File: src/hw/rtl/ucd_pkg.sv
// Shared constants, types and tables for the seconds-to-civil-date pipeline.
package ucd_pkg;

  // Port field widths.
  localparam int unsigned SEC_W    = 40;
  localparam int unsigned YEAR_W   = 16;
  localparam int unsigned MONTH_W  = 4;
  localparam int unsigned DAY_W    = 5;
  localparam int unsigned HOUR_W   = 5;
  localparam int unsigned MIN_W    = 6;
  localparam int unsigned SECOND_W = 6;

  // Pipeline depth: the day split takes the first stages, the rest is date and time of day.
  localparam int unsigned NSTG      = 13;
  localparam int unsigned SPLIT_STG = 4;
  localparam int unsigned BACK_STG  = NSTG - SPLIT_STG;
  localparam int unsigned TOD_CALC  = 4;
  localparam int unsigned TOD_PAD   = BACK_STG - TOD_CALC;

  // Seconds per day is 128 * 675: shift by 7, then divide by 675 in two chunks.
  localparam int unsigned DAY_SHIFT = 7;
  localparam int unsigned DAY_ODD   = 675;
  localparam int unsigned XL_W      = 16;
  localparam int unsigned XH_W      = SEC_W - DAY_SHIFT - XL_W;
  localparam int unsigned QH_W      = 8;
  localparam int unsigned QL_W      = XL_W;
  localparam int unsigned REM_W     = $clog2(DAY_ODD);
  localparam int unsigned Y_W       = REM_W + XL_W;
  localparam int unsigned SOD_W     = REM_W + DAY_SHIFT;
  localparam int unsigned Z_W       = QH_W + QL_W;
  localparam int unsigned SHIFT_DAYS = 719468;

  // Reciprocal for the high chunk divide by 675.
  localparam int unsigned    DH_K  = XH_W + $clog2(DAY_ODD);
  localparam longint unsigned DH_M = ((64'd1 << DH_K) + DAY_ODD - 1) / DAY_ODD;
  localparam int unsigned    DH_MW = $clog2(DH_M + 1);

  // Reciprocal for the low chunk divide by 675.
  localparam int unsigned    DL_K  = Y_W + $clog2(DAY_ODD);
  localparam longint unsigned DL_M = ((64'd1 << DL_K) + DAY_ODD - 1) / DAY_ODD;
  localparam int unsigned    DL_MW = $clog2(DL_M + 1);

  // Era split of the shifted day count.
  localparam int unsigned    ERA_DAYS = 146097;
  localparam int unsigned    ERA_LAST = 146096;
  localparam int unsigned    ERA_W    = 7;
  localparam int unsigned    DOE_W    = $clog2(ERA_DAYS);
  localparam int unsigned    ERA_K    = Z_W + $clog2(ERA_DAYS);
  localparam longint unsigned ERA_M   = ((64'd1 << ERA_K) + ERA_DAYS - 1) / ERA_DAYS;
  localparam int unsigned    ERA_MW   = $clog2(ERA_M + 1);
  localparam int unsigned    YEARS_PER_ERA = 400;

  // Leap corrections inside an era.
  localparam int unsigned    QUAD_DAYS = 1460;
  localparam int unsigned    CENT_DAYS = 36524;
  localparam int unsigned    A_W       = 7;
  localparam int unsigned    B_W       = 3;
  localparam int unsigned    A_K       = DOE_W + $clog2(QUAD_DAYS);
  localparam longint unsigned A_M      = ((64'd1 << A_K) + QUAD_DAYS - 1) / QUAD_DAYS;
  localparam int unsigned    A_MW      = $clog2(A_M + 1);
  localparam int unsigned    B_K       = DOE_W + $clog2(CENT_DAYS);
  localparam longint unsigned B_M      = ((64'd1 << B_K) + CENT_DAYS - 1) / CENT_DAYS;
  localparam int unsigned    B_MW      = $clog2(B_M + 1);

  // Year of era and day of year.
  localparam int unsigned    YEAR_DAYS = 365;
  localparam int unsigned    YOE_W     = 9;
  localparam int unsigned    YOE_K     = DOE_W + $clog2(YEAR_DAYS);
  localparam longint unsigned YOE_M    = ((64'd1 << YOE_K) + YEAR_DAYS - 1) / YEAR_DAYS;
  localparam int unsigned    YOE_MW    = $clog2(YOE_M + 1);
  localparam int unsigned    CENTURY   = 100;
  localparam int unsigned    C_W       = 3;
  localparam int unsigned    C_K       = YOE_W + $clog2(CENTURY);
  localparam longint unsigned C_M      = ((64'd1 << C_K) + CENTURY - 1) / CENTURY;
  localparam int unsigned    C_MW      = $clog2(C_M + 1);
  localparam int unsigned    DOY_W     = 9;

  // March-based month.
  localparam int unsigned    MP_DIV = 153;
  localparam int unsigned    MPV_W  = 11;
  localparam int unsigned    MP_W   = 4;
  localparam int unsigned    MP_K   = MPV_W + $clog2(MP_DIV);
  localparam longint unsigned MP_M  = ((64'd1 << MP_K) + MP_DIV - 1) / MP_DIV;
  localparam int unsigned    MP_MW  = $clog2(MP_M + 1);
  localparam int unsigned    MP_JAN = 10;

  // Time of day.
  localparam int unsigned    HOUR_SECS = 3600;
  localparam int unsigned    HR_K      = SOD_W + $clog2(HOUR_SECS);
  localparam longint unsigned HR_M     = ((64'd1 << HR_K) + HOUR_SECS - 1) / HOUR_SECS;
  localparam int unsigned    HR_MW     = $clog2(HR_M + 1);
  localparam int unsigned    REMH_W    = $clog2(HOUR_SECS);
  localparam int unsigned    MIN_SECS  = 60;
  localparam int unsigned    MN_K      = REMH_W + $clog2(MIN_SECS);
  localparam longint unsigned MN_M     = ((64'd1 << MN_K) + MIN_SECS - 1) / MIN_SECS;
  localparam int unsigned    MN_MW     = $clog2(MN_M + 1);

  // Time of day fields as they travel together down the pipe.
  typedef struct packed {
    logic [HOUR_W-1:0]   hour;
    logic [MIN_W-1:0]    minute;
    logic [SECOND_W-1:0] second;
  } ucd_tod_t;

  // Day of year at which each March-based month starts.
  function automatic logic [DOY_W-1:0] month_start(input logic [MP_W-1:0] mp);
    logic [DOY_W-1:0] s;
    unique case (mp)
      4'd0:    s = 9'd0;
      4'd1:    s = 9'd31;
      4'd2:    s = 9'd61;
      4'd3:    s = 9'd92;
      4'd4:    s = 9'd122;
      4'd5:    s = 9'd153;
      4'd6:    s = 9'd184;
      4'd7:    s = 9'd214;
      4'd8:    s = 9'd245;
      4'd9:    s = 9'd275;
      4'd10:   s = 9'd306;
      4'd11:   s = 9'd337;
      default: s = 9'd0;
    endcase
    return s;
  endfunction

endpackage

File: src/hw/rtl/unix_seconds_to_civil_datetime.sv
// Top level: pipelined Unix seconds to Gregorian date and time of day converter.
// Every item passes through all 13 pipeline stages on its way to out_valid.
// Throughput: one item per cycle while in_ready is high.
// Stalls collapse bubbles stage by stage, so in_ready drops only while every stage is full
// and out_ready is low.
// Reset (rst_n low, synchronous) clears only the stage valid bits; data registers keep contents.
module unix_seconds_to_civil_datetime (
  input  logic                           clk,
  input  logic                           rst_n,
  input  logic                           in_valid,
  output logic                           in_ready,
  input  logic [ucd_pkg::SEC_W-1:0]      in_epoch_seconds,
  output logic                           out_valid,
  input  logic                           out_ready,
  output logic [ucd_pkg::YEAR_W-1:0]     out_year,
  output logic [ucd_pkg::MONTH_W-1:0]    out_month,
  output logic [ucd_pkg::DAY_W-1:0]      out_day,
  output logic [ucd_pkg::HOUR_W-1:0]     out_hour,
  output logic [ucd_pkg::MIN_W-1:0]      out_minute,
  output logic [ucd_pkg::SECOND_W-1:0]   out_second
);

  logic [ucd_pkg::NSTG-1:0]  v_r;
  logic [ucd_pkg::NSTG-1:0]  v_nxt;
  logic [ucd_pkg::NSTG-1:0]  stg_en;
  logic [ucd_pkg::Z_W-1:0]   z;
  logic [ucd_pkg::SOD_W-1:0] sod;
  ucd_pkg::ucd_tod_t         tod;

  // A stage may load when it is empty or the stage after it loads too.
  always_comb begin
    stg_en[ucd_pkg::NSTG-1] = !v_r[ucd_pkg::NSTG-1] || out_ready;
    for (int i = int'(ucd_pkg::NSTG) - 2; i >= 0; i--) begin
      stg_en[i] = !v_r[i] || stg_en[i+1];
    end
  end

  // Valid bits move with the data.
  always_comb begin
    for (int i = 0; i < int'(ucd_pkg::NSTG); i++) begin
      if (stg_en[i]) begin
        v_nxt[i] = (i == 0) ? in_valid : v_r[(i == 0) ? 0 : i - 1];
      end else begin
        v_nxt[i] = v_r[i];
      end
    end
  end

  always_ff @(posedge clk) begin
    if (!rst_n) begin
      v_r <= '0;
    end else begin
      v_r <= v_nxt;
    end
  end

  assign in_ready  = stg_en[0];
  assign out_valid = v_r[ucd_pkg::NSTG-1];

  // Day count and seconds of day.
  ucd_daysplit u_split (
    .clk           (clk),
    .en            (stg_en[ucd_pkg::SPLIT_STG-1:0]),
    .epoch_seconds (in_epoch_seconds),
    .z             (z),
    .sod           (sod)
  );

  // Hour, minute and second.
  ucd_tod u_tod (
    .clk (clk),
    .en  (stg_en[ucd_pkg::NSTG-1:ucd_pkg::SPLIT_STG]),
    .sod (sod),
    .tod (tod)
  );

  // Year, month and day.
  ucd_civil u_civil (
    .clk   (clk),
    .en    (stg_en[ucd_pkg::NSTG-1:ucd_pkg::SPLIT_STG]),
    .z     (z),
    .year  (out_year),
    .month (out_month),
    .day   (out_day)
  );

  assign out_hour   = tod.hour;
  assign out_minute = tod.minute;
  assign out_second = tod.second;

`ifndef SYNTHESIS
  // The input side only stalls when every stage holds an item.
  a_stall_full: assert property (@(posedge clk) disable iff (!rst_n)
    !in_ready |-> (&v_r))
    else $error("input stalled while a pipeline stage was empty");

  // An item in the next-to-last stage reaches the output when the sink takes.
  a_advance: assert property (@(posedge clk) disable iff (!rst_n)
    out_ready && v_r[ucd_pkg::NSTG-2] |=> out_valid)
    else $error("item did not advance into the output stage");

  // Calendar fields stay in range.
  a_date_range: assert property (@(posedge clk) disable iff (!rst_n)
    out_valid |-> (out_month >= 4'd1) && (out_month <= 4'd12)
                  && (out_day >= 5'd1) && (out_day <= 5'd31))
    else $error("month or day out of range");

  // Time of day fields stay in range.
  a_time_range: assert property (@(posedge clk) disable iff (!rst_n)
    out_valid |-> (out_hour <= 5'd23) && (out_minute <= 6'd59) && (out_second <= 6'd59))
    else $error("hour, minute or second out of range");
`endif

endmodule

File: src/hw/rtl/ucd_daysplit.sv
// Splits seconds into a shifted day count and seconds of day over four stages.
module ucd_daysplit (
  input  logic                           clk,
  input  logic [ucd_pkg::SPLIT_STG-1:0]  en,
  input  logic [ucd_pkg::SEC_W-1:0]      epoch_seconds,
  output logic [ucd_pkg::Z_W-1:0]        z,
  output logic [ucd_pkg::SOD_W-1:0]      sod
);

  localparam int unsigned QH_PW = ucd_pkg::XH_W + ucd_pkg::DH_MW;
  localparam int unsigned QL_PW = ucd_pkg::Y_W + ucd_pkg::DL_MW;

  // Stage 0: quotient of the high chunk by 675.
  logic [ucd_pkg::XH_W-1:0]      xh;
  logic [QH_PW-1:0]              qh_prod;
  logic [ucd_pkg::QH_W-1:0]      qh_nxt;
  logic [ucd_pkg::SEC_W-1:0]     t0_r;
  logic [ucd_pkg::QH_W-1:0]      qh0_r;

  assign xh      = epoch_seconds[ucd_pkg::SEC_W-1 -: ucd_pkg::XH_W];
  assign qh_prod = QH_PW'(xh) * QH_PW'(ucd_pkg::DH_M);
  assign qh_nxt  = ucd_pkg::QH_W'(qh_prod >> ucd_pkg::DH_K);

  always_ff @(posedge clk) begin
    if (en[0]) begin
      t0_r  <= epoch_seconds;
      qh0_r <= qh_nxt;
    end
  end

  // Stage 1: remainder of the high chunk joins the low chunk.
  logic [ucd_pkg::REM_W-1:0]     rh_nxt;
  logic [ucd_pkg::Y_W-1:0]       y1_r;
  logic [ucd_pkg::QH_W-1:0]      qh1_r;
  logic [ucd_pkg::DAY_SHIFT-1:0] tlo1_r;

  assign rh_nxt = ucd_pkg::REM_W'(t0_r[ucd_pkg::SEC_W-1 -: ucd_pkg::XH_W]
                  - ucd_pkg::XH_W'(qh0_r) * ucd_pkg::XH_W'(ucd_pkg::DAY_ODD));

  always_ff @(posedge clk) begin
    if (en[1]) begin
      y1_r   <= {rh_nxt, t0_r[ucd_pkg::DAY_SHIFT +: ucd_pkg::XL_W]};
      qh1_r  <= qh0_r;
      tlo1_r <= t0_r[ucd_pkg::DAY_SHIFT-1:0];
    end
  end

  // Stage 2: quotient of the combined low chunk by 675.
  logic [QL_PW-1:0]              ql_prod;
  logic [ucd_pkg::QL_W-1:0]      ql_nxt;
  logic [ucd_pkg::Y_W-1:0]       y2_r;
  logic [ucd_pkg::QH_W-1:0]      qh2_r;
  logic [ucd_pkg::QL_W-1:0]      ql2_r;
  logic [ucd_pkg::DAY_SHIFT-1:0] tlo2_r;

  assign ql_prod = QL_PW'(y1_r) * QL_PW'(ucd_pkg::DL_M);
  assign ql_nxt  = ucd_pkg::QL_W'(ql_prod >> ucd_pkg::DL_K);

  always_ff @(posedge clk) begin
    if (en[2]) begin
      y2_r   <= y1_r;
      qh2_r  <= qh1_r;
      ql2_r  <= ql_nxt;
      tlo2_r <= tlo1_r;
    end
  end

  // Stage 3: seconds of day from the remainder, day count moved to the March epoch.
  logic [ucd_pkg::REM_W-1:0] rl_nxt;
  logic [ucd_pkg::Z_W-1:0]   z_nxt;
  logic [ucd_pkg::Z_W-1:0]   z_r;
  logic [ucd_pkg::SOD_W-1:0] sod_r;

  assign rl_nxt = ucd_pkg::REM_W'(y2_r
                  - ucd_pkg::Y_W'(ql2_r) * ucd_pkg::Y_W'(ucd_pkg::DAY_ODD));
  assign z_nxt  = {qh2_r, ql2_r} + ucd_pkg::Z_W'(ucd_pkg::SHIFT_DAYS);

  always_ff @(posedge clk) begin
    if (en[3]) begin
      z_r   <= z_nxt;
      sod_r <= {rl_nxt, tlo2_r};
    end
  end

  assign z   = z_r;
  assign sod = sod_r;

endmodule

File: src/hw/rtl/ucd_tod.sv
// Splits seconds of day into hour, minute and second and aligns them to the date.
module ucd_tod (
  input  logic                          clk,
  input  logic [ucd_pkg::BACK_STG-1:0]  en,
  input  logic [ucd_pkg::SOD_W-1:0]     sod,
  output ucd_pkg::ucd_tod_t             tod
);

  localparam int unsigned HR_PW = ucd_pkg::SOD_W + ucd_pkg::HR_MW;
  localparam int unsigned MN_PW = ucd_pkg::REMH_W + ucd_pkg::MN_MW;

  // First stage: hour by reciprocal multiply.
  logic [HR_PW-1:0]            hr_prod;
  logic [ucd_pkg::HOUR_W-1:0]  hr_nxt;
  logic [ucd_pkg::SOD_W-1:0]   sod0_r;
  logic [ucd_pkg::HOUR_W-1:0]  hr0_r;

  assign hr_prod = HR_PW'(sod) * HR_PW'(ucd_pkg::HR_M);
  assign hr_nxt  = ucd_pkg::HOUR_W'(hr_prod >> ucd_pkg::HR_K);

  always_ff @(posedge clk) begin
    if (en[0]) begin
      sod0_r <= sod;
      hr0_r  <= hr_nxt;
    end
  end

  // Second stage: seconds left within the hour.
  logic [ucd_pkg::REMH_W-1:0]  remh_nxt;
  logic [ucd_pkg::REMH_W-1:0]  remh1_r;
  logic [ucd_pkg::HOUR_W-1:0]  hr1_r;

  assign remh_nxt = ucd_pkg::REMH_W'(sod0_r
                    - ucd_pkg::SOD_W'(hr0_r) * ucd_pkg::SOD_W'(ucd_pkg::HOUR_SECS));

  always_ff @(posedge clk) begin
    if (en[1]) begin
      remh1_r <= remh_nxt;
      hr1_r   <= hr0_r;
    end
  end

  // Third stage: minute by reciprocal multiply.
  logic [MN_PW-1:0]            mn_prod;
  logic [ucd_pkg::MIN_W-1:0]   mn_nxt;
  logic [ucd_pkg::REMH_W-1:0]  remh2_r;
  logic [ucd_pkg::HOUR_W-1:0]  hr2_r;
  logic [ucd_pkg::MIN_W-1:0]   mn2_r;

  assign mn_prod = MN_PW'(remh1_r) * MN_PW'(ucd_pkg::MN_M);
  assign mn_nxt  = ucd_pkg::MIN_W'(mn_prod >> ucd_pkg::MN_K);

  always_ff @(posedge clk) begin
    if (en[2]) begin
      remh2_r <= remh1_r;
      hr2_r   <= hr1_r;
      mn2_r   <= mn_nxt;
    end
  end

  // Fourth stage: second of minute, fields packed together.
  logic [ucd_pkg::SECOND_W-1:0] sc_nxt;
  ucd_pkg::ucd_tod_t            tod3_r;

  assign sc_nxt = ucd_pkg::SECOND_W'(remh2_r
                  - ucd_pkg::REMH_W'(mn2_r) * ucd_pkg::REMH_W'(ucd_pkg::MIN_SECS));

  always_ff @(posedge clk) begin
    if (en[3]) begin
      tod3_r.hour   <= hr2_r;
      tod3_r.minute <= mn2_r;
      tod3_r.second <= sc_nxt;
    end
  end

  // Delay line that keeps the time of day in step with the date stages.
  ucd_pkg::ucd_tod_t pad_r [ucd_pkg::TOD_PAD];

  always_ff @(posedge clk) begin
    for (int i = 0; i < int'(ucd_pkg::TOD_PAD); i++) begin
      if (en[ucd_pkg::TOD_CALC + i]) begin
        pad_r[i] <= (i == 0) ? tod3_r : pad_r[(i == 0) ? 0 : i - 1];
      end
    end
  end

  assign tod = pad_r[ucd_pkg::TOD_PAD-1];

endmodule

File: src/hw/rtl/ucd_civil.sv
// Turns the March-based day count into year, month and day over nine stages.
module ucd_civil (
  input  logic                           clk,
  input  logic [ucd_pkg::BACK_STG-1:0]   en,
  input  logic [ucd_pkg::Z_W-1:0]        z,
  output logic [ucd_pkg::YEAR_W-1:0]     year,
  output logic [ucd_pkg::MONTH_W-1:0]    month,
  output logic [ucd_pkg::DAY_W-1:0]      day
);

  localparam int unsigned ERA_PW = ucd_pkg::Z_W + ucd_pkg::ERA_MW;
  localparam int unsigned A_PW   = ucd_pkg::DOE_W + ucd_pkg::A_MW;
  localparam int unsigned B_PW   = ucd_pkg::DOE_W + ucd_pkg::B_MW;
  localparam int unsigned YOE_PW = ucd_pkg::DOE_W + ucd_pkg::YOE_MW;
  localparam int unsigned C_PW   = ucd_pkg::YOE_W + ucd_pkg::C_MW;
  localparam int unsigned MP_PW  = ucd_pkg::MPV_W + ucd_pkg::MP_MW;

  // Stage 0: era number.
  logic [ERA_PW-1:0]          era_prod;
  logic [ucd_pkg::ERA_W-1:0]  era_nxt;
  logic [ucd_pkg::Z_W-1:0]    z0_r;
  logic [ucd_pkg::ERA_W-1:0]  era0_r;

  assign era_prod = ERA_PW'(z) * ERA_PW'(ucd_pkg::ERA_M);
  assign era_nxt  = ucd_pkg::ERA_W'(era_prod >> ucd_pkg::ERA_K);

  always_ff @(posedge clk) begin
    if (en[0]) begin
      z0_r   <= z;
      era0_r <= era_nxt;
    end
  end

  // Stage 1: day of era.
  logic [ucd_pkg::DOE_W-1:0]  doe_nxt;
  logic [ucd_pkg::DOE_W-1:0]  doe1_r;
  logic [ucd_pkg::ERA_W-1:0]  era1_r;

  assign doe_nxt = ucd_pkg::DOE_W'(z0_r
                   - ucd_pkg::Z_W'(era0_r) * ucd_pkg::Z_W'(ucd_pkg::ERA_DAYS));

  always_ff @(posedge clk) begin
    if (en[1]) begin
      doe1_r <= doe_nxt;
      era1_r <= era0_r;
    end
  end

  // Stage 2: leap corrections for four-year, century and era boundaries.
  logic [A_PW-1:0]            a_prod;
  logic [B_PW-1:0]            b_prod;
  logic [ucd_pkg::DOE_W-1:0]  doe2_r;
  logic [ucd_pkg::ERA_W-1:0]  era2_r;
  logic [ucd_pkg::A_W-1:0]    a2_r;
  logic [ucd_pkg::B_W-1:0]    b2_r;
  logic                       c2_r;

  assign a_prod = A_PW'(doe1_r) * A_PW'(ucd_pkg::A_M);
  assign b_prod = B_PW'(doe1_r) * B_PW'(ucd_pkg::B_M);

  always_ff @(posedge clk) begin
    if (en[2]) begin
      doe2_r <= doe1_r;
      era2_r <= era1_r;
      a2_r   <= ucd_pkg::A_W'(a_prod >> ucd_pkg::A_K);
      b2_r   <= ucd_pkg::B_W'(b_prod >> ucd_pkg::B_K);
      c2_r   <= (doe1_r == ucd_pkg::DOE_W'(ucd_pkg::ERA_LAST));
    end
  end

  // Stage 3: day count with leap days removed.
  logic [ucd_pkg::DOE_W-1:0]  doe3_r;
  logic [ucd_pkg::ERA_W-1:0]  era3_r;
  logic [ucd_pkg::DOE_W-1:0]  num3_r;

  always_ff @(posedge clk) begin
    if (en[3]) begin
      doe3_r <= doe2_r;
      era3_r <= era2_r;
      num3_r <= doe2_r - ucd_pkg::DOE_W'(a2_r) + ucd_pkg::DOE_W'(b2_r)
                - ucd_pkg::DOE_W'(c2_r);
    end
  end

  // Stage 4: year of era.
  logic [YOE_PW-1:0]          yoe_prod;
  logic [ucd_pkg::DOE_W-1:0]  doe4_r;
  logic [ucd_pkg::ERA_W-1:0]  era4_r;
  logic [ucd_pkg::YOE_W-1:0]  yoe4_r;

  assign yoe_prod = YOE_PW'(num3_r) * YOE_PW'(ucd_pkg::YOE_M);

  always_ff @(posedge clk) begin
    if (en[4]) begin
      doe4_r <= doe3_r;
      era4_r <= era3_r;
      yoe4_r <= ucd_pkg::YOE_W'(yoe_prod >> ucd_pkg::YOE_K);
    end
  end

  // Stage 5: days before the year, without the century correction.
  logic [C_PW-1:0]            c_prod;
  logic [ucd_pkg::DOE_W-1:0]  base_nxt;
  logic [ucd_pkg::DOE_W-1:0]  doe5_r;
  logic [ucd_pkg::ERA_W-1:0]  era5_r;
  logic [ucd_pkg::YOE_W-1:0]  yoe5_r;
  logic [ucd_pkg::DOE_W-1:0]  base5_r;
  logic [ucd_pkg::C_W-1:0]    cent5_r;

  assign c_prod   = C_PW'(yoe4_r) * C_PW'(ucd_pkg::C_M);
  assign base_nxt = ucd_pkg::DOE_W'(yoe4_r) * ucd_pkg::DOE_W'(ucd_pkg::YEAR_DAYS)
                    + ucd_pkg::DOE_W'(yoe4_r >> 2);

  always_ff @(posedge clk) begin
    if (en[5]) begin
      doe5_r  <= doe4_r;
      era5_r  <= era4_r;
      yoe5_r  <= yoe4_r;
      base5_r <= base_nxt;
      cent5_r <= ucd_pkg::C_W'(c_prod >> ucd_pkg::C_K);
    end
  end

  // Stage 6: day of year, March 1 is zero.
  logic [ucd_pkg::DOE_W-1:0]  doy_full;
  logic [ucd_pkg::ERA_W-1:0]  era6_r;
  logic [ucd_pkg::YOE_W-1:0]  yoe6_r;
  logic [ucd_pkg::DOY_W-1:0]  doy6_r;

  assign doy_full = doe5_r - base5_r + ucd_pkg::DOE_W'(cent5_r);

  always_ff @(posedge clk) begin
    if (en[6]) begin
      era6_r <= era5_r;
      yoe6_r <= yoe5_r;
      doy6_r <= ucd_pkg::DOY_W'(doy_full);
    end
  end

  // Stage 7: March-based month.
  logic [ucd_pkg::MPV_W-1:0]  mpv;
  logic [MP_PW-1:0]           mp_prod;
  logic [ucd_pkg::ERA_W-1:0]  era7_r;
  logic [ucd_pkg::YOE_W-1:0]  yoe7_r;
  logic [ucd_pkg::DOY_W-1:0]  doy7_r;
  logic [ucd_pkg::MP_W-1:0]   mp7_r;

  assign mpv     = ucd_pkg::MPV_W'(doy6_r) * ucd_pkg::MPV_W'(5) + ucd_pkg::MPV_W'(2);
  assign mp_prod = MP_PW'(mpv) * MP_PW'(ucd_pkg::MP_M);

  always_ff @(posedge clk) begin
    if (en[7]) begin
      era7_r <= era6_r;
      yoe7_r <= yoe6_r;
      doy7_r <= doy6_r;
      mp7_r  <= ucd_pkg::MP_W'(mp_prod >> ucd_pkg::MP_K);
    end
  end

  // Stage 8: calendar day, month and year; January and February count in the next year.
  logic                          jan_feb;
  logic [ucd_pkg::DOY_W-1:0]     day_full;
  logic [ucd_pkg::MONTH_W-1:0]   month_nxt;
  logic [ucd_pkg::YEAR_W-1:0]    year_nxt;
  logic [ucd_pkg::YEAR_W-1:0]    year_r;
  logic [ucd_pkg::MONTH_W-1:0]   month_r;
  logic [ucd_pkg::DAY_W-1:0]     day_r;

  assign jan_feb   = (mp7_r >= ucd_pkg::MP_W'(ucd_pkg::MP_JAN));
  assign day_full  = doy7_r - ucd_pkg::month_start(mp7_r) + ucd_pkg::DOY_W'(1);
  assign month_nxt = jan_feb ? ucd_pkg::MONTH_W'(mp7_r - ucd_pkg::MP_W'(9))
                             : ucd_pkg::MONTH_W'(mp7_r + ucd_pkg::MP_W'(3));
  assign year_nxt  = ucd_pkg::YEAR_W'(yoe7_r)
                     + ucd_pkg::YEAR_W'(era7_r) * ucd_pkg::YEAR_W'(ucd_pkg::YEARS_PER_ERA)
                     + ucd_pkg::YEAR_W'(jan_feb);

  always_ff @(posedge clk) begin
    if (en[8]) begin
      year_r  <= year_nxt;
      month_r <= month_nxt;
      day_r   <= ucd_pkg::DAY_W'(day_full);
    end
  end

  assign year  = year_r;
  assign month = month_r;
  assign day   = day_r;

endmodule

File: config.mk
export PLATFORM = sky130hd
export DESIGN_NAME = unix_seconds_to_civil_datetime
export DESIGN_NICKNAME = d
export VERILOG_FILES = /design/src/hw/rtl/ucd_pkg.sv /design/src/hw/rtl/unix_seconds_to_civil_datetime.sv /design/src/hw/rtl/ucd_daysplit.sv /design/src/hw/rtl/ucd_tod.sv /design/src/hw/rtl/ucd_civil.sv
export SDC_FILE = /design/constraint.sdc
export NUM_CORES = 2
export LEC_CHECK = 0
export BUFFER_PORTS_ARGS = -buffer_cell sky130_fd_sc_hd__clkbuf_2
export CORE_MARGIN = 8
export CORE_UTILIZATION = 30
export CTS_CLUSTER_DIAMETER = 50
export DETAILED_ROUTE_END_ITERATION = 10
export PLACE_DENSITY = 0.52
export SYNTH_ARGS = -nofsm -noshare
export SYNTH_HDL_FRONTEND = slang
export SYNTH_SLANG_ARGS = --single-unit
File: constraint.sdc
create_clock -name clk -period 8.4 [get_ports clk]
set_clock_uncertainty 0.2 [all_clocks]
set_input_delay 0.42 -clock clk [delete_from_list [all_inputs] [get_ports clk]]
set_output_delay 0.42 -clock clk [all_outputs]
set_load 0.005 [all_outputs]
; ---- After elaboration in Yosys (flattened, before gate mapping)
; Memories as Yosys holds them, arrays and structs flattened. A register that Yosys moved wholly into a read port is not among the register bits.
; Cells that the tools add are included.
[word_totals]
latch_bits = 0
mem_bits_rw = 85
wordCells = 143
regBits = 502
mem_count = 2
output_inout_bits = 44
romBits = 144
[op_classes]
magnitude_cmp = 1
n_shift = 0
div_mod_pow = 0
n_reduce_logical = 26
muxes = 12
mul = 18
eq_ne = 1
bitwise_logic = 0
addsub = 19
[mem_list]
columns = memory, words, width, read_ports, rd_ports_with_merged_regs, wr, line_no
row1 = (name not given), 16, 9, 1, 1, 0, ucd_pkg.sv:108  ; unique case (mp)
row2 = u_tod.pad_r, 5, 17, 5, 0, 5, ucd_tod.sv:77  ; ucd_pkg::ucd_tod_t pad_r [ucd_pkg::TOD_PAD];
[ops]
columns = operator, n
row1 = 18-bit by 16-bit multiplier with 33-bit output (second input constant), 2
row2 = 26-bit by 27-bit multiplier with 52-bit output (second input constant), 1
row3 = 24-bit by 24-bit multiplier with 48-bit output (second input constant), 1
row4 = 18-bit by 19-bit multiplier with 37-bit output (second input constant), 1
row5 = 17-bit by 17-bit multiplier with 34-bit output (second input constant), 1
row6 = 17-bit by 18-bit multiplier with 34-bit output (second input constant), 1
row7 = 24-bit by 20-bit adder with 24-bit output (second input constant), 1
row8 = 11-bit by 12-bit multiplier with 23-bit output (second input constant), 1
row9 = 12-bit by 12-bit multiplier with 23-bit output (second input constant), 1
row10 = 10-bit subtractor, 2
row11 = 18-bit by 3-bit adder with 18-bit output, 1
row12 = 18-bit equality test (second input constant), 1
row13 = 7-bit by 18-bit multiplier with 18-bit output (second input constant), 1
row14 = 18-bit by 1-bit subtractor with 18-bit output, 1
row15 = 18-bit subtractor, 1
row16 = 18-bit by 7-bit subtractor with 18-bit output, 1
row17 = 16-bit by 1-bit adder with 16-bit output, 1
row18 = 9-bit by 16-bit adder with 16-bit output, 1
row19 = 16-bit by 10-bit multiplier with 10-bit output (second input constant), 1
row20 = 9-bit by 6-bit multiplier with 15-bit output (second input constant), 1
row21 = 1-bit zero test, 13
row22 = 1-bit logical OR, 13
row23 = 7-bit by 5-bit multiplier with 12-bit output (second input constant), 1
row24 = 12-bit subtractor, 1
row25 = 17 further kinds, 27

; ---- Longest topological paths before layout
[logic_depth]
depth_word = 14
depth_mapped = 31

; ---- Modules after synthesis
; A second synthesis with hierarchy kept.
[hier_totals]
cells_unflattened = 6206
hier_area_um2 = 73130.1
[by_module_without_submodules]
columns = mod, cells_per_inst, n_inst, area_per_inst_um2
row1 = ucd_civil, 3461, 1, 40329.9
row2 = ucd_daysplit, 1847, 1, 21353.0
row3 = ucd_tod, 836, 1, 10890.4
row4 = unix_seconds_to_civil_datetime, 62, 1, 556.8

; ---- Least setup slack after synthesis
; No wires, ideal clock.
[synth_path]
path_kind = reg2reg
startpoint = register u_civil.doy6_r[1] (netlist name)
endpoint = register (tool-made name)
setup_ns = 0.117
arrival_ns = 6.834
n_path_buf = 0
path_stages_with_launch = 31
required_ns = 8.083
path_slack_ns = 1.250
path_cell_list = edfxtp_1 ha_1 ha_1 o211a_1 o21a_1 o21a_1 o21a_1 o21a_1 nor2_1 xnor2_1 ha_1 inv_1 fa_1 inv_1 fa_1 fa_1 ha_1 ha_1 a21oi_2 o211ai_1 a211o_1 a221o_1 and2_1 nor2_1 xnor2_1 nand2_1 a21boi_0 ha_1 inv_1 mux2i_1 a22o_1
[synth_lines]
columns = item, line_no
row1 = start: declaration, ucd_civil.sv:128  ; logic [ucd_pkg::DOY_W-1:0] doy6_r;
row2 = start signal: assignment, ucd_civil.sv:136  ; doy6_r <= ucd_pkg::DOY_W'(doy_full);

==> summary.txt <==
Status
  – Outcome: finished, final reports clean

STA
  – Rel. slew slack: approximately 28%
  – Final hold vios: 0
  – Final WS setup: 759.2 ps
  – Slew Limit Fails: 0
  – Final Setup Violations: 0
  – Max Fclk: between 100 and 150 MHz
  – Worst Tran Pin Value: 1077 ps
  – Minimum clock period: between 7000 and 8000 ps
  – RSZ-0062 raised after global routing: false
  – Setup TNS: 0 ps
  – Fin crit share: 90.96%

Finish
  – Final #Nets: 9186
  – Layout area overhead: 9.918%
  – Filler cells: 24280
  – Final Cell Area: 0.08057 sq mm
  – Layout Utilization: 33.15%
  – Share of cells above drive strength 1: just over 4%

Logic synthesis
  – Cell Area, Synth: 0.07330 sq mm
  – Synth area leaders: ha_1 (29%), fa_1 (27%), edfxtp_1 (24%)
  – Top FF cell, synth: edfxtp_1
  – Register area share after synthesis: approximately 24%
  – Most instantiated cells after synthesis: inv_1 (1745), ha_1 (1672), fa_1 (996), edfxtp_1 (574), xnor2_1 (194)
  – Top-area cell type share of the netlist area: roughly 29%
  – Library cells used by synthesis: 73
  – Number of synthesized flops with an enable pin: 574
  – Cells after Synth: 6271
  – Yosys top cell by area: ha_1
  – Mapped Nets: 8983
  – Most frequent cell after synthesis: inv_1
  – Avg Synthesized Cell Area: 11.69 sq um
  – Fraction of registers with async set/reset: 0%
  – Yosys reg bits: 592
  – Syn. warnings: 0

Route
  – Vias per Instance: roughly 4.4
  – Antenna Nets Post-Route: 0
  – DRT Pass-1 Iters: 5
  – Initial DRC Count: 1775
  – Wirelength per Cell: 16.17 um
  – Final WL: 157.4 mm
  – Vias post-DR: 42580
  – DRC: 0

CTS
  – H-Tree Depth: 3
  – Number of gates resized after CTS: 0
  – Clock root cell: clkbuf_16
  – Worst-skew pair later-pin latency: 670 ps
  – TritonCTS clock tree: done
  – Clk slew on worst S/H paths: approximately 60 ps
  – Cts bufs inserted: 70
  – CTS Buffer Depth: 3
  – Clk sink count: 592

Place
  – Dpl hpwl: approximately 140 mm
  – GPL Wtd Cong: slightly below 0.9
  – Post-DP Area: 0.07785 sq mm
  – Pre-CTS WS: 681.6 ps
  – IO buf count: 87

Setup path
  – CP Launch Type: register
  – Critical path arrival: 7970 ps
  – Reg2reg start: u_civil.doy6_r[1]$_DFFE_PP_
  – Critical Path End Type: register
  – WP data required: 8730 ps
  – Reg2Reg Depth: 30
  – Crit. Startpoint: u_civil.doy6_r[1]$_DFFE_PP_
  – Largest fanout on the critical path: 6
  – WP depth: 30
  – Max incr delay on CP: 530 ps
  – Worst path bufs/invs: 3
  – CP most frequent cell: ha_1
  – Slowest-stage cell, CP: fa_1
  – Crit-path leading delay family: adder cells
  – Crit path kind: reg2reg

Floorplanning
  – Die Height: 510.3 um
  – Total die area: 0.2604 sq mm
  – I/O pin count: between 80 and 90
  – DIE WIDTH: roughly 500 um
  – Initial Util: 30.16%
  – # rows: 181
  – Core area: 0.2430 sq mm

Worst hold path
  – Cell depth of the worst hold path: 1
  – Worst Min Path Start: in_epoch_seconds[32]
  – Hold Crit Class: in2reg

Global route
  – Initial antenna violation count: 5
  – Tot GR Track Use: 12.36%
  – Global-route wire length before repair: 255.3 mm
  – Gr ovfl total: 0
  – Vias in the first global route: 47190
  – Largest net degree at the start of global routing: 56

Job
  – Max Cap Viol: 0
[worst register-to-register path: cells and delay by family (launching register included)]
kind                       cells  cell delay, ps
AOI/OAI and AO/OA             11            2170
xor gates and xnor gates       2             300
adders and majority gates      9            3600
buffers and inverters          3             190
DFF                            1             500
muxes                          1              60
and+or+nand+nor                4             510
[cell usage in the layout, fill, tap and decap left out, drive strengths merged, types with 18 or more instances in the layout]
cell,instances
xnor2,194
inv,1760
nor2,99
nand2b,23
o21ai,93
edfxtp,574
buf,31
nand3,39
dlygate4sd3,33
dfxtp,18
clkbuf,166
nand4,30
a21o,82
clkinv,29
a211oi,21
nand2,89
nor2b,38
fa,996
o21bai,24
and3,18
o21a,41
and2,18
xor2,60
nor3,40
ha,1672
a21oi,163
[state kept, by name, summed over array words and instances, names as in the netlist, 12 cells and up, named ones only]
register / count
u_civil.doe1_r: 18
u_civil.doe2_r: 18
u_civil.num3_r: 18
u_civil.year: 16
u_civil.z0_r: 18
u_split.ql2_r: 16
u_split.sod: 17
u_split.t0_r: 33
u_split.y1_r: 26
u_split.z: 24
u_tod.pad_r: 85
u_tod.remh1_r: 12
u_tod.sod0_r: 12
u_tod.tod3_r: 17
v_r: 13
[final cells by class]
cell class	count	area [sq um]	area share (%)
Clock inverter	49	593.1	0.7361
Inverter	1746	6554	8.135
Sequential cell	592	17600	21.84
Clock buffer	79	1785	2.216
Multi-Input combinational cell	3913	49030	60.85
Timing Repair Buffer	151	998.5	1.239
Tap cell	3202	4006	4.973
Antenna cell	2	5.005	0.006212
[per-stage QoR]
step / hold WS (ps) / instances
global route: 33.28 / 9733
global placement: 200.7 / 9571
floorplan: 200.3 / 6271
CTS: 0.6826 / 9732
finish: 60.37 / 9734
detailed placement: 204.5 / 9571
[worst paths after layout]
check                                endpoint  slack [ps]
hold / removal     u_split.t0_r[32]$_DFFE_PP_          60
hold reg to reg   u_civil.era4_r[3]$_DFFE_PP_         210
setup reg to reg                     register         760
setup / recovery                     register         760
[layer usage]
| metal | global-route usage, % | share of wire (%) |
|---|---|---|
| met1 | 16.89 | 47 |
| met2 | 20.65 | 47 |
| met3 | 1.967 | 4.0 |
| met4 | 2.803 | 2.4 |
| met5 | 0 | 0 |
[what timing repair did]
item                                   4_1_cts  5_1_grt
endpoints found under the hold margin       33        0
buffers inserted                             0        0
hold buffers                                33        0
[cell families (layout without fill, tap and decap cells)]
kind of cell | count (synthesis) | count (layout) | synth area share (%)
compound gates | 546 | 546 | 4.909
fa+ha+maj | 2668 | 2668 | 55.75
other cells | 0 | 2 | 0
flops | 592 | 592 | 24.01
simple gates | 439 | 439 | 3.042
xor+xnor | 255 | 255 | 3.076
buf+inv | 1766 | 2025 | 9.131
mux | 5 | 5 | 0.08876
Power is not shown: default switching activity piles up to over one toggle a cycle in this logic, so the estimate is an artifact.
